[config.mk]
export PLATFORM = sky130hd
export DESIGN_NAME = intel_hex_record_encoder
export DESIGN_NICKNAME = d
export VERILOG_FILES = /design/src/design/ihex_pkg.sv /design/src/design/ihex_buffer.sv /design/src/design/ihex_byte_unit.sv /design/src/design/intel_hex_record_encoder.sv
export SDC_FILE = /design/constraint.sdc
export NUM_CORES = 1
export LEC_CHECK = 0
export CORE_UTILIZATION = 50
export CTS_BUF_LIST = sky130_fd_sc_hd__clkbuf_4
export CTS_CLUSTER_SIZE = 40
export DETAILED_ROUTE_END_ITERATION = 8
export DONT_BUFFER_PORTS = 1
export HOLD_SLACK_MARGIN = 0.1
export MAX_ROUTING_LAYER = met4
export PLACE_DENSITY = 0.69
export SETUP_SLACK_MARGIN = 0.02
export SLEW_MARGIN = 5
export SYNTH_ARGS = -nofsm -noshare
export SYNTH_HDL_FRONTEND = slang
export SYNTH_HIERARCHICAL = 1
export SYNTH_SLANG_ARGS = --single-unit
[constraint.sdc]
create_clock -name aclk -period 14.3 [get_ports aclk]
set_clock_uncertainty 0.2 [all_clocks]
set_input_delay 2.145 -clock aclk [delete_from_list [all_inputs] [get_ports aclk]]
set_output_delay 2.145 -clock aclk [all_outputs]
set_load 0.005 [all_outputs]
[src/design/ihex_pkg.sv]
package ihex_pkg;

    localparam int RECORD_BYTES_DEF = 32;

    localparam int LEN_W = 6;
    localparam logic [LEN_W-1:0] LEN_RESET = 6'd32;

    localparam int PADDR_W = 3;
    localparam logic REG_LENGTH = 1'b0;

    localparam logic CMD_DATA = 1'b0;
    localparam logic CMD_EOF  = 1'b1;

    localparam logic [7:0] TYPE_DATA = 8'h00;
    localparam logic [7:0] TYPE_EOF  = 8'h01;
    localparam logic [7:0] TYPE_EXT  = 8'h04;
    localparam logic [7:0] EXT_LEN   = 8'd2;

    typedef enum logic [1:0] {
        ST_IDLE,
        ST_HEAD,
        ST_DATA,
        ST_SUM
    } state_t;

    typedef enum logic [1:0] {
        REC_EXT,
        REC_DATA,
        REC_EOF
    } rec_kind_t;

    typedef struct packed {
        logic       load;
        logic [7:0] value;
        logic       first;
        logic       rec_last;
        logic       tlast;
        logic       use_sum;
    } emit_ctrl_t;

    function automatic logic [6:0] hex_digit(input logic [3:0] nib);
        if (nib < 4'd10) begin
            return 7'd48 + {3'b000, nib};
        end
        return 7'd55 + {3'b000, nib};
    endfunction

endpackage

[src/design/ihex_buffer.sv]
module ihex_buffer #(
    parameter int DEPTH = ihex_pkg::RECORD_BYTES_DEF,
    localparam int AW = (DEPTH > 1) ? $clog2(DEPTH) : 1
) (
    input  logic          aclk,
    input  logic          wr_en,
    input  logic [AW-1:0] wr_addr,
    input  logic [7:0]    wr_data,
    input  logic [AW-1:0] rd_addr,
    output logic [7:0]    rd_data
);

    logic [7:0] mem [DEPTH];
    logic [7:0] rd_data_reg;

    always_ff @(posedge aclk) begin
        if (wr_en) begin
            mem[wr_addr] <= wr_data;
        end
    end

    always_ff @(posedge aclk) begin
        rd_data_reg <= mem[rd_addr];
    end

    assign rd_data = rd_data_reg;

endmodule

[src/design/ihex_byte_unit.sv]
module ihex_byte_unit (
    input  logic                   aclk,
    input  logic                   aresetn,
    input  ihex_pkg::emit_ctrl_t   ctrl,
    output logic                   free,
    output logic                   m_tvalid,
    input  logic                   m_tready,
    output logic [15:0]            m_tdata,   // hex_high[6:0], hex_low[13:7], zero pad
    output logic [1:0]             m_tuser,   // record_first[0], record_last[1]
    output logic                   m_tlast
);

    logic       valid_reg, valid_next;
    logic [7:0] sum_reg, sum_next;
    logic [6:0] hi_reg, lo_reg;
    logic       first_reg, rec_last_reg, tlast_reg;
    logic [7:0] value_sel;

    always_comb begin
        free       = !valid_reg || m_tready;
        value_sel  = ctrl.use_sum ? (8'd0 - sum_reg) : ctrl.value;
        sum_next   = sum_reg;
        valid_next = valid_reg;
        if (m_tready) begin
            valid_next = 1'b0;
        end
        if (ctrl.load) begin
            valid_next = 1'b1;
            sum_next   = ctrl.first ? ctrl.value : sum_reg + ctrl.value;
        end
    end

    always_ff @(posedge aclk) begin
        if (!aresetn) begin
            valid_reg <= 1'b0;
        end else begin
            valid_reg <= valid_next;
        end
    end

    always_ff @(posedge aclk) begin
        sum_reg <= sum_next;
        if (ctrl.load) begin
            hi_reg       <= ihex_pkg::hex_digit(value_sel[7:4]);
            lo_reg       <= ihex_pkg::hex_digit(value_sel[3:0]);
            first_reg    <= ctrl.first;
            rec_last_reg <= ctrl.rec_last;
            tlast_reg    <= ctrl.tlast;
        end
    end

    assign m_tvalid = valid_reg;
    assign m_tdata  = {2'b00, lo_reg, hi_reg};
    assign m_tuser  = {rec_last_reg, first_reg};
    assign m_tlast  = tlast_reg;

endmodule

[src/design/intel_hex_record_encoder.sv]
// Channel   Direction  Payload
// s_        in         tdata: data_byte, section_base; tuser: cmd, section_start; tlast: end
// m_        out        tdata: hex_high, hex_low; tuser: record_first, record_last; tlast: last
// APB       in         record_length at byte address 0
//
// A data byte that closes no record leaves the sequencer idle and s_tready high.
// A closing byte or end of file holds s_tready low while the record bytes leave the output
// register, one per cycle: 5 + n for a data record of n bytes, 7 more for a type-04 record,
// 5 for the end record. The byte sequencer and the shared checksum and hex unit set this.
// A stall on m_tready holds the sequencer. Reset clears control state; the buffer is not cleared.
module intel_hex_record_encoder #(
    parameter int RECORD_BYTES = ihex_pkg::RECORD_BYTES_DEF
) (
    input  logic                         aclk,
    input  logic                         aresetn,
    input  logic                         s_tvalid,
    output logic                         s_tready,
    input  logic [39:0]                  s_tdata,   // data_byte[7:0], section_base[39:8]
    input  logic [1:0]                   s_tuser,   // cmd[0], section_start[1]
    input  logic                         s_tlast,
    output logic                         m_tvalid,
    input  logic                         m_tready,
    output logic [15:0]                  m_tdata,   // hex_high[6:0], hex_low[13:7]
    output logic [1:0]                   m_tuser,   // record_first[0], record_last[1]
    output logic                         m_tlast,
    input  logic                         psel,
    input  logic                         penable,
    input  logic                         pwrite,
    input  logic [ihex_pkg::PADDR_W-1:0] paddr,
    input  logic [31:0]                  pwdata,
    output logic [31:0]                  prdata,
    output logic                         pready
);

    localparam int AW = (RECORD_BYTES > 1) ? $clog2(RECORD_BYTES) : 1;
    localparam int CW = $clog2(RECORD_BYTES + 1);
    localparam logic [7:0] RB8 = 8'(RECORD_BYTES);

    ihex_pkg::state_t    state_reg, state_next;
    ihex_pkg::rec_kind_t kind_reg, kind_next;
    logic [1:0]          idx_reg, idx_next;
    logic [CW-1:0]       ptr_reg, ptr_next;
    logic                eof_reg, eof_next;
    logic [CW-1:0]       count_reg, count_next;
    logic [31:0]         rec_addr_reg, rec_addr_next;
    logic [31:0]         next_addr_reg, next_addr_next;
    logic [15:0]         upper_reg, upper_next;
    logic [ihex_pkg::LEN_W-1:0] length_reg, length_next;

    ihex_pkg::emit_ctrl_t ctrl;
    logic                 free;
    logic                 accept;
    logic                 cfg_wr;
    logic [CW-1:0]        cnt0, cnt1;
    logic [31:0]          na, na1, ra;
    logic [7:0]           limit8, len8, body_len8;
    logic                 close;
    logic                 wr_en;
    logic [7:0]           rd_data;
    logic [15:0]          addr16;
    logic [7:0]           type8;

    assign cfg_wr = psel && penable && pwrite && pready;
    assign accept = s_tvalid && s_tready;
    assign pready = 1'b1;
    assign prdata = (paddr[2] == ihex_pkg::REG_LENGTH) ?
                    {{(32 - ihex_pkg::LEN_W){1'b0}}, length_reg} : 32'd0;

    always_comb begin
        length_next = length_reg;
        if (cfg_wr && paddr[2] == ihex_pkg::REG_LENGTH) begin
            length_next = pwdata[ihex_pkg::LEN_W-1:0];
        end
    end

    always_comb begin
        len8   = 8'(length_reg);
        limit8 = len8;
        if (len8 == 8'd0) begin
            limit8 = 8'd1;
        end else if (len8 > RB8) begin
            limit8 = RB8;
        end
        cnt0  = s_tuser[1] ? '0 : count_reg;
        na    = s_tuser[1] ? s_tdata[39:8] : next_addr_reg;
        ra    = (cnt0 == '0) ? na : rec_addr_reg;
        cnt1  = (8'(cnt0) < RB8) ? cnt0 + 1'b1 : cnt0;
        na1   = na + 32'd1;
        close = (8'(cnt1) >= limit8) || (na1[15:0] == 16'd0) || s_tlast;
        wr_en = accept && (s_tuser[0] == ihex_pkg::CMD_DATA) && (8'(cnt0) < RB8);
    end

    always_comb begin
        case (kind_reg)
            ihex_pkg::REC_EXT: begin
                body_len8 = ihex_pkg::EXT_LEN;
                addr16    = 16'd0;
                type8     = ihex_pkg::TYPE_EXT;
            end
            ihex_pkg::REC_DATA: begin
                body_len8 = 8'(count_reg);
                addr16    = rec_addr_reg[15:0];
                type8     = ihex_pkg::TYPE_DATA;
            end
            default: begin
                body_len8 = 8'd0;
                addr16    = 16'd0;
                type8     = ihex_pkg::TYPE_EOF;
            end
        endcase
    end

    always_comb begin
        state_next     = state_reg;
        kind_next      = kind_reg;
        idx_next       = idx_reg;
        ptr_next       = ptr_reg;
        eof_next       = eof_reg;
        count_next     = count_reg;
        rec_addr_next  = rec_addr_reg;
        next_addr_next = next_addr_reg;
        upper_next     = upper_reg;
        case (state_reg)
            ihex_pkg::ST_IDLE: begin
                if (accept) begin
                    idx_next = 2'd0;
                    ptr_next = '0;
                    if (s_tuser[0] == ihex_pkg::CMD_EOF) begin
                        eof_next   = 1'b1;
                        state_next = ihex_pkg::ST_HEAD;
                        if (count_reg == '0) begin
                            kind_next = ihex_pkg::REC_EOF;
                        end else if (rec_addr_reg[31:16] != upper_reg) begin
                            kind_next  = ihex_pkg::REC_EXT;
                            upper_next = rec_addr_reg[31:16];
                        end else begin
                            kind_next = ihex_pkg::REC_DATA;
                        end
                    end else begin
                        eof_next       = 1'b0;
                        count_next     = cnt1;
                        next_addr_next = na1;
                        rec_addr_next  = ra;
                        if (close) begin
                            state_next = ihex_pkg::ST_HEAD;
                            if (ra[31:16] != upper_reg) begin
                                kind_next  = ihex_pkg::REC_EXT;
                                upper_next = ra[31:16];
                            end else begin
                                kind_next = ihex_pkg::REC_DATA;
                            end
                        end
                    end
                end
            end
            ihex_pkg::ST_HEAD: begin
                if (free) begin
                    idx_next = idx_reg + 2'd1;
                    ptr_next = '0;
                    if (idx_reg == 2'd3) begin
                        state_next = (body_len8 == 8'd0) ? ihex_pkg::ST_SUM : ihex_pkg::ST_DATA;
                    end
                end
            end
            ihex_pkg::ST_DATA: begin
                if (free) begin
                    ptr_next = ptr_reg + 1'b1;
                    if (8'(ptr_reg) == body_len8 - 8'd1) begin
                        state_next = ihex_pkg::ST_SUM;
                    end
                end
            end
            ihex_pkg::ST_SUM: begin
                if (free) begin
                    idx_next = 2'd0;
                    ptr_next = '0;
                    case (kind_reg)
                        ihex_pkg::REC_EXT: begin
                            kind_next  = ihex_pkg::REC_DATA;
                            state_next = ihex_pkg::ST_HEAD;
                        end
                        ihex_pkg::REC_DATA: begin
                            count_next = '0;
                            if (eof_reg) begin
                                kind_next  = ihex_pkg::REC_EOF;
                                state_next = ihex_pkg::ST_HEAD;
                            end else begin
                                state_next = ihex_pkg::ST_IDLE;
                            end
                        end
                        default: begin
                            state_next = ihex_pkg::ST_IDLE;
                        end
                    endcase
                end
            end
            default: begin
                state_next = ihex_pkg::ST_IDLE;
            end
        endcase
    end

    always_comb begin
        s_tready      = (state_reg == ihex_pkg::ST_IDLE);
        ctrl          = '0;
        ctrl.load     = (state_reg != ihex_pkg::ST_IDLE) && free;
        case (state_reg)
            ihex_pkg::ST_HEAD: begin
                ctrl.first = (idx_reg == 2'd0);
                case (idx_reg)
                    2'd0:    ctrl.value = body_len8;
                    2'd1:    ctrl.value = addr16[15:8];
                    2'd2:    ctrl.value = addr16[7:0];
                    default: ctrl.value = type8;
                endcase
            end
            ihex_pkg::ST_DATA: begin
                if (kind_reg == ihex_pkg::REC_EXT) begin
                    ctrl.value = (ptr_reg == '0) ? upper_reg[15:8] : upper_reg[7:0];
                end else begin
                    ctrl.value = rd_data;
                end
            end
            ihex_pkg::ST_SUM: begin
                ctrl.use_sum  = 1'b1;
                ctrl.rec_last = 1'b1;
                ctrl.tlast    = (kind_reg == ihex_pkg::REC_EOF) ||
                                ((kind_reg == ihex_pkg::REC_DATA) && !eof_reg);
            end
            default: begin
                ctrl.load = 1'b0;
            end
        endcase
    end

    always_ff @(posedge aclk) begin
        if (!aresetn) begin
            state_reg     <= ihex_pkg::ST_IDLE;
            kind_reg      <= ihex_pkg::REC_DATA;
            idx_reg       <= 2'd0;
            ptr_reg       <= '0;
            eof_reg       <= 1'b0;
            count_reg     <= '0;
            rec_addr_reg  <= 32'd0;
            next_addr_reg <= 32'd0;
            upper_reg     <= 16'd0;
            length_reg    <= ihex_pkg::LEN_RESET;
        end else begin
            state_reg     <= state_next;
            kind_reg      <= kind_next;
            idx_reg       <= idx_next;
            ptr_reg       <= ptr_next;
            eof_reg       <= eof_next;
            count_reg     <= count_next;
            rec_addr_reg  <= rec_addr_next;
            next_addr_reg <= next_addr_next;
            upper_reg     <= upper_next;
            length_reg    <= length_next;
        end
    end

    ihex_buffer #(
        .DEPTH(RECORD_BYTES)
    ) u_buffer (
        .aclk    (aclk),
        .wr_en   (wr_en),
        .wr_addr (cnt0[AW-1:0]),
        .wr_data (s_tdata[7:0]),
        .rd_addr (ptr_next[AW-1:0]),
        .rd_data (rd_data)
    );

    ihex_byte_unit u_byte_unit (
        .aclk     (aclk),
        .aresetn  (aresetn),
        .ctrl     (ctrl),
        .free     (free),
        .m_tvalid (m_tvalid),
        .m_tready (m_tready),
        .m_tdata  (m_tdata),
        .m_tuser  (m_tuser),
        .m_tlast  (m_tlast)
    );

endmodule

Word level (Yosys, flattened, before mapping):

Memory sizes are Yosys's and may differ from the RTL's. A register that Yosys moved wholly into a read port is not among the register bits.
Index checks and enable logic that the tools add are counted.

* flip-flop bits (word level): 131
* memory bits (writable): 256
* input bits: 85
* output and inout port bits: 54
* word-level logic and storage cells: 175
* memories: 1

* add/subtract/negate cells: 11
* magnitude comparators: 5
* equal/unequal tests: 25
* multiplexer cells: 72
* bitwise gates (word level): 2
* reductions and logical operators: 40

Memory list
* u_buffer.mem: depth 32, bits a word 8, read ports 1, clocked after memory_dff 1, wr ports 1, line ihex_buffer.sv:13 `logic [7:0] mem [DEPTH];`

Operator list (number)
* $mux W16: 6
* $mux W6: 11
* $mux W32: 2
* $mux W8: 5
* $mux W2: 17
* $add A32 B1 Y32 const B: 1
* $ne A16 B16 Y1: 2
* $add A6 B4 Y7 const A: 4
* $mux W7: 4
* $logic_not A6 Y1: 4
* $pmux W6 S2: 2
* $pmux W8 S3: 1
* $pmux W6 S3: 1
* $logic_not A16 Y1: 1
* $ne A2 B2 Y1 const B: 8
* $pmux W8 S2: 1
* $mux W1: 15
* $add A6 B1 Y6 const B: 2
* $reduce_and A6 Y1: 2
* $eq A2 B2 Y1 const B: 5
* $reduce_bool A2 Y1: 5
* $add A8 B8 Y8: 1
* $eq A6 B8 Y1: 1
* $ge A6 B8 Y1: 1
* other kinds (30): 53

Depth between registers and ports, before layout:

* depth after elaboration: 10
* gate-level depth with buffers: 22
* mapped depth without buffers: 15

By module:

Netlist, hierarchy kept.

By module, submodules not included
* ihex_buffer: times used 1, cells an instance 417, area each 10053.4 um^2, sequential area each 7847.5 um^2
* intel_hex_record_encoder: times used 1, cells an instance 1078, area each 8067.7 um^2, sequential area each 2102.0 um^2
* ihex_byte_unit: times used 1, cells an instance 153, area each 1670.4 um^2, sequential area each 770.7 um^2

Worst setup path before layout:

No wires, ideal clock.

* kind: input-to-reg
* start: in s_tuser[1]
* end: reg upper_reg[13]
* setup time: 0.124 ns
* arrival time: 6.212 ns
* required time: 13.976 ns
* path slack: 7.764 ns
* stages: 21
* buffers on the path: 10
* path through: buf_2 -> buf_2 -> buf_4 -> buf_2 -> clkbuf_1 -> inv_1 -> clkbuf_1 -> nand2_1 -> ha_1 -> clkbuf_1 -> clkbuf_1 -> nor2_1 -> a21oi_1 -> and3_1 -> o22ai_1 -> or4_1 -> or3_4 -> and3_1 -> buf_6 -> buf_12 -> mux2i_1

* word-level cells in the longest chain between the ends: 8
* elaborated cells between the ends (all ways): 19
* those cells by class: 2 x add/sub; 2 x order compare; 1 x eq/ne; 7 x mux; 7 x reduce/logical

Ends and longest elaborated chain
* from (decl): line intel_hex_record_encoder.sv:19 `input logic [1:0] s_tuser,`
* $mux W6: line intel_hex_record_encoder.sv:84 `cnt0 = s_tuser[1] ? '0 : count_reg;`
* $add A6 B1 Y6 or $lt A6 B6 Y1 (tied branches): line intel_hex_record_encoder.sv:87 `cnt1 = (8'(cnt0) < RB8) ? cnt0 + 1'b1 : cnt0;`
* $mux W6: line intel_hex_record_encoder.sv:87
* $ge A6 B8 Y1: line intel_hex_record_encoder.sv:89 `close = (8'(cnt1) >= limit8) || (na1[15:0] == 16'd0) || s_tlast;`
* $logic_or A1 B1 Y1 (2 in series): line intel_hex_record_encoder.sv:89
* $reduce_bool A2 Y1 (no line)
* $reduce_and A6 Y1 (no line)
* to (signal assigned): line intel_hex_record_encoder.sv:257 `upper_reg <= upper_next;`
* to (decl): line intel_hex_record_encoder.sv:47 `logic [15:0] upper_reg, upper_next;`

Several ways; a longest one is shown, not always the timed one. The select of a mux whose other input is x is not followed.
A chain may end at the register's enable or synchronous reset.

Worst setup path after layout:

* start: in s_tuser[1]
* end: reg upper_reg[12]

The elaborated chain is that of the path after synthesis.

==> impl_metrics.py <==
metrics = {
    "run_status": {
        "status": "finished, final reports clean",
    },
    "sta": {
        "fin_setup_tns_ns": 0,
        "max_slew_margin_pct": 21.97,
        "fin_crit_sh_pct": 42.64,
        "finalMaxSlewViolations": 0,
        "hold_viol": 0,
        "rsz0062_at_grt": "no",
        "worst_pin_slew_ns": 1.169,
        "finalCriticalPeriod_ns": 6.097,
        "finalSetupViolCount": 0,
        "fmaxAchievable_mhz": 164.0,
    },
    "power_and_ir_drop": {
        "power.leakage_nw": 7.180,
        "p_int_w": 0.002069,
        "switching_power_w": 0.0008891,
        "swShare_pct": 30.06,
        "clockPowerShare_pct": 33.2,
        "powerDensity_mw_per_mm2": 138.8,
        "irDropWorstVdd_mv": 0.08318,
        "seqPwrFrac_pct": 46.4,
        "p_comb_share_pct": 20.4,
    },
    "global_route": {
        "grt_pass1_vias": 13174,
        "grt_pass1_wl_mm": 73.17,
        "grt_overflow_total": 0,
        "gr-usage-all-layers_pct": 24.00,
        "grt_max_degree": 117,
        "antenna_found_initial": 1,
    },
    "yosys": {
        "yosysTopAreaCell": "edfxtp_1",
        "avgSynthCellArea_um2": 12.01,
        "synth_edf_count": 281,
        "netlist_area_mm2": 0.01979,
        "yosysUniqueCellTypes": 82,
        "synthArstFlopShare_pct": 0,
        "yosys-top-cells-area": "edfxtp_1, dfxtp_1, mux4_2",
        "ys.flop_type": "edfxtp_1",
        "synthCells": 1648,
        "yosysTopAreaCellShare_pct": 42.63,
        "synth_warnings": 6,
        "synth_seq_cells": 395,
        "yosysSeqAreaShare_pct": 54.17,
    },
    "final_layout": {
        "stdcell_count": 2258,
        "drive_gt1_share_pct": 17.48,
        "final_nets": 1785,
        "final_common_cell": "edfxtp_1",
        "largest_reg_flops": 256,
        "mostFrequentLayoutCells": "edfxtp_1, clkbuf_4, nand2_1, nor2_1, dfxtp_1",
        "area_growth_pct": 7.649,
    },
    "clock_tree": {
        "postCtsSetupBuffers": 0,
        "clk_latency_ns": 0.83,
        "cts.repair.resized": 0,
        "holdBufCountCts": 0,
        "clk_pin_slew_ns": 0.06,
        "cts_buffers": 103,
        "cts.sinks": 395,
        "clockBufferDepth": 3,
        "cts_root_buf": "clkbuf_4",
        "cts_tree": "done",
        "htreeDepth": 3,
    },
    "setup_path": {
        "rrSetupSlack_ns": 9.40,
        "cp_num_buf_inv": 1,
        "r2r-start": "state_reg[0]",
        "rr_worst_depth": 9,
        "worstSetupStartpointType": "primary input",
        "timing.rr.end": "u_buffer/rd_data[3]",
        "crit_family": "compound AO/OA/AOI/OAI gates",
        "path_cells": "inv_1 -> nand2_1 -> ha_1 -> o21ai_1 -> a21boi_0 -> xor2_1 -> nand4_1 -> or3_4 -> and3_1 -> o211a_1",
        "crit_type": "primary input to flop",
        "slowest_stage": "ha_1",
        "end_kind": "flop",
        "path_max_fanout": 116,
        "cp.required_ns": 14.80,
        "critPathArrivalTime_ns": 6.59,
        "slowest_delay_ns": 0.92,
    },
    "floorplanning": {
        "core_area_mm2": 0.03883,
        "die_area_mm2": 0.04038,
        "initial_core_util_pct": 50.97,
        "die_y_um": 201.0,
        "die_x_um": 201.0,
        "num_io_pins": 139,
        "num_rows": 72,
    },
    "route": {
        "dr.first_iter.drc_count": 1010,
        "final_antenna_net_count": 0,
        "vias": 13467,
        "drc": 0,
        "vias_per_cell": 5.964,
        "drt_pre_antenna_iters": 7,
        "avgRoutedWirePerCell_um": 20.60,
        "drt-total-wl_mm": 46.52,
    },
    "worst_hold_path": {
        "hold_class": "flop to flop",
        "worstHoldStart": "next_addr_reg[14]",
        "holdPathEnd": "next_addr_reg[14]",
        "whs_path_depth": 2,
    },
    "job": {
        "cap_viol_max_count": 0,
    },
    "placed_design": {
        "globalplace.congestion": 0.8926,
        "placedCellCount": 2078,
        "place_hpwl_mm": 29.91,
        "portBuffers": 0,
    },
}
[metrics by stage]
stage	area, um2	hold WS [ns]	power [W]	setup WS [ns]	util [%]
after floorplan	19890	0.2312	0.001868	7.764	-
after global placement	19980	0.2407	0.001980	7.620	51.45
after detailed placement	19980	0.2456	0.001996	7.529	51.45
after CTS	21300	0.2534	0.002987	8.408	54.87
after global routing	21310	0.2840	0.003120	8.030	54.87
final	21310	0.2475	0.002958	8.203	54.87
[cells by family (layout without fill, tap and decap cells)]
| logic type | after synthesis | in the layout | synth area share [%] |
|---|---|---|---|
| AOI/OAI and AO/OA | 320 | 320 | 10.74 |
| xor gates and xnor gates | 58 | 58 | 2.567 |
| adders and majority gates | 35 | 35 | 2.251 |
| buffers and inverters | 173 | 238 | 4.375 |
| DFF | 395 | 395 | 54.17 |
| muxes | 155 | 155 | 13.00 |
| other | 3 | 30 | 0.05689 |
| and+or+nand+nor | 509 | 509 | 12.85 |
[power by group through the flow]
| stage | combinational, W | sequential, W | clock (W) |
|---|---|---|---|
| finish | 0.000603 | 0.00137 | 0.000983 |
| detailed placement | 0.000601 | 0.00140 | 0 |
| floorplan | 0.000500 | 0.00137 | 0 |
| global placement | 0.000587 | 0.00139 | 0 |
| CTS | 0.000603 | 0.00137 | 0.00101 |
| global route | 0.000669 | 0.00138 | 0.00107 |
[synth_stat cells (all sizes together), types with 28 or more instances]
cell type,instances
inv,49
buf,61
a211oi,29
mux4,80
xor2,30
dfxtp,114
nand2,141
nor2,131
nand3,42
mux2i,59
o21ai,78
clkbuf,63
edfxtp,281
ha,34
and2,30
xnor2,28
a21oi,74
[worst max-delay path by stage]
stage                     depth (start not counted)             to  startpoint  slack (ns)
after global placement                           10  upper_reg[14]  s_tuser[1]        7.62
after floorplan                                  21  upper_reg[13]  s_tuser[1]        7.76
after CTS                                        10  upper_reg[10]  s_tuser[1]        8.41
after global routing                             10  upper_reg[10]  s_tuser[1]        8.03
final                                            10  upper_reg[12]  s_tuser[1]        8.20
after detailed placement                         10  upper_reg[10]  s_tuser[1]        7.53
[area by class of cell]
cell class | instances | area [um2]
antenna | 1 | 2.502
multi-input combinational | 1106 | 8349
tap | 518 | 648.1
timing repair buffer | 10 | 75.07
fill | 3267 | 17520
inverter | 49 | 183.9
clock inverter | 23 | 155.1
sequential | 395 | 10720
clock buffer | 156 | 1171
[worst register-to-register path, cell delays in order, from the launching register on]
cell and delay [ns]:
dfxtp_1 0.35, inv_1 0.14, ha_1 0.56, inv_1 0.27
nor2_1 0.46, a22o_4 0.63, buf_4 0.70, mux4_2 0.65
mux4_2 0.53, mux2_2 0.29
[per-layer routing]
metal | global-route usage (%) | up-vias | part of all wire, %
li1 | - | 6255 | -
met1 | 29.06 | 6612 | 40
met5 | - | - | 0
met2 | 39.64 | 519 | 50
met3 | 4.935 | 81 | 7.3
met4 | 8.833 | 0 | 2.4
No activity file was read; power rests on OpenSTA's default activity.
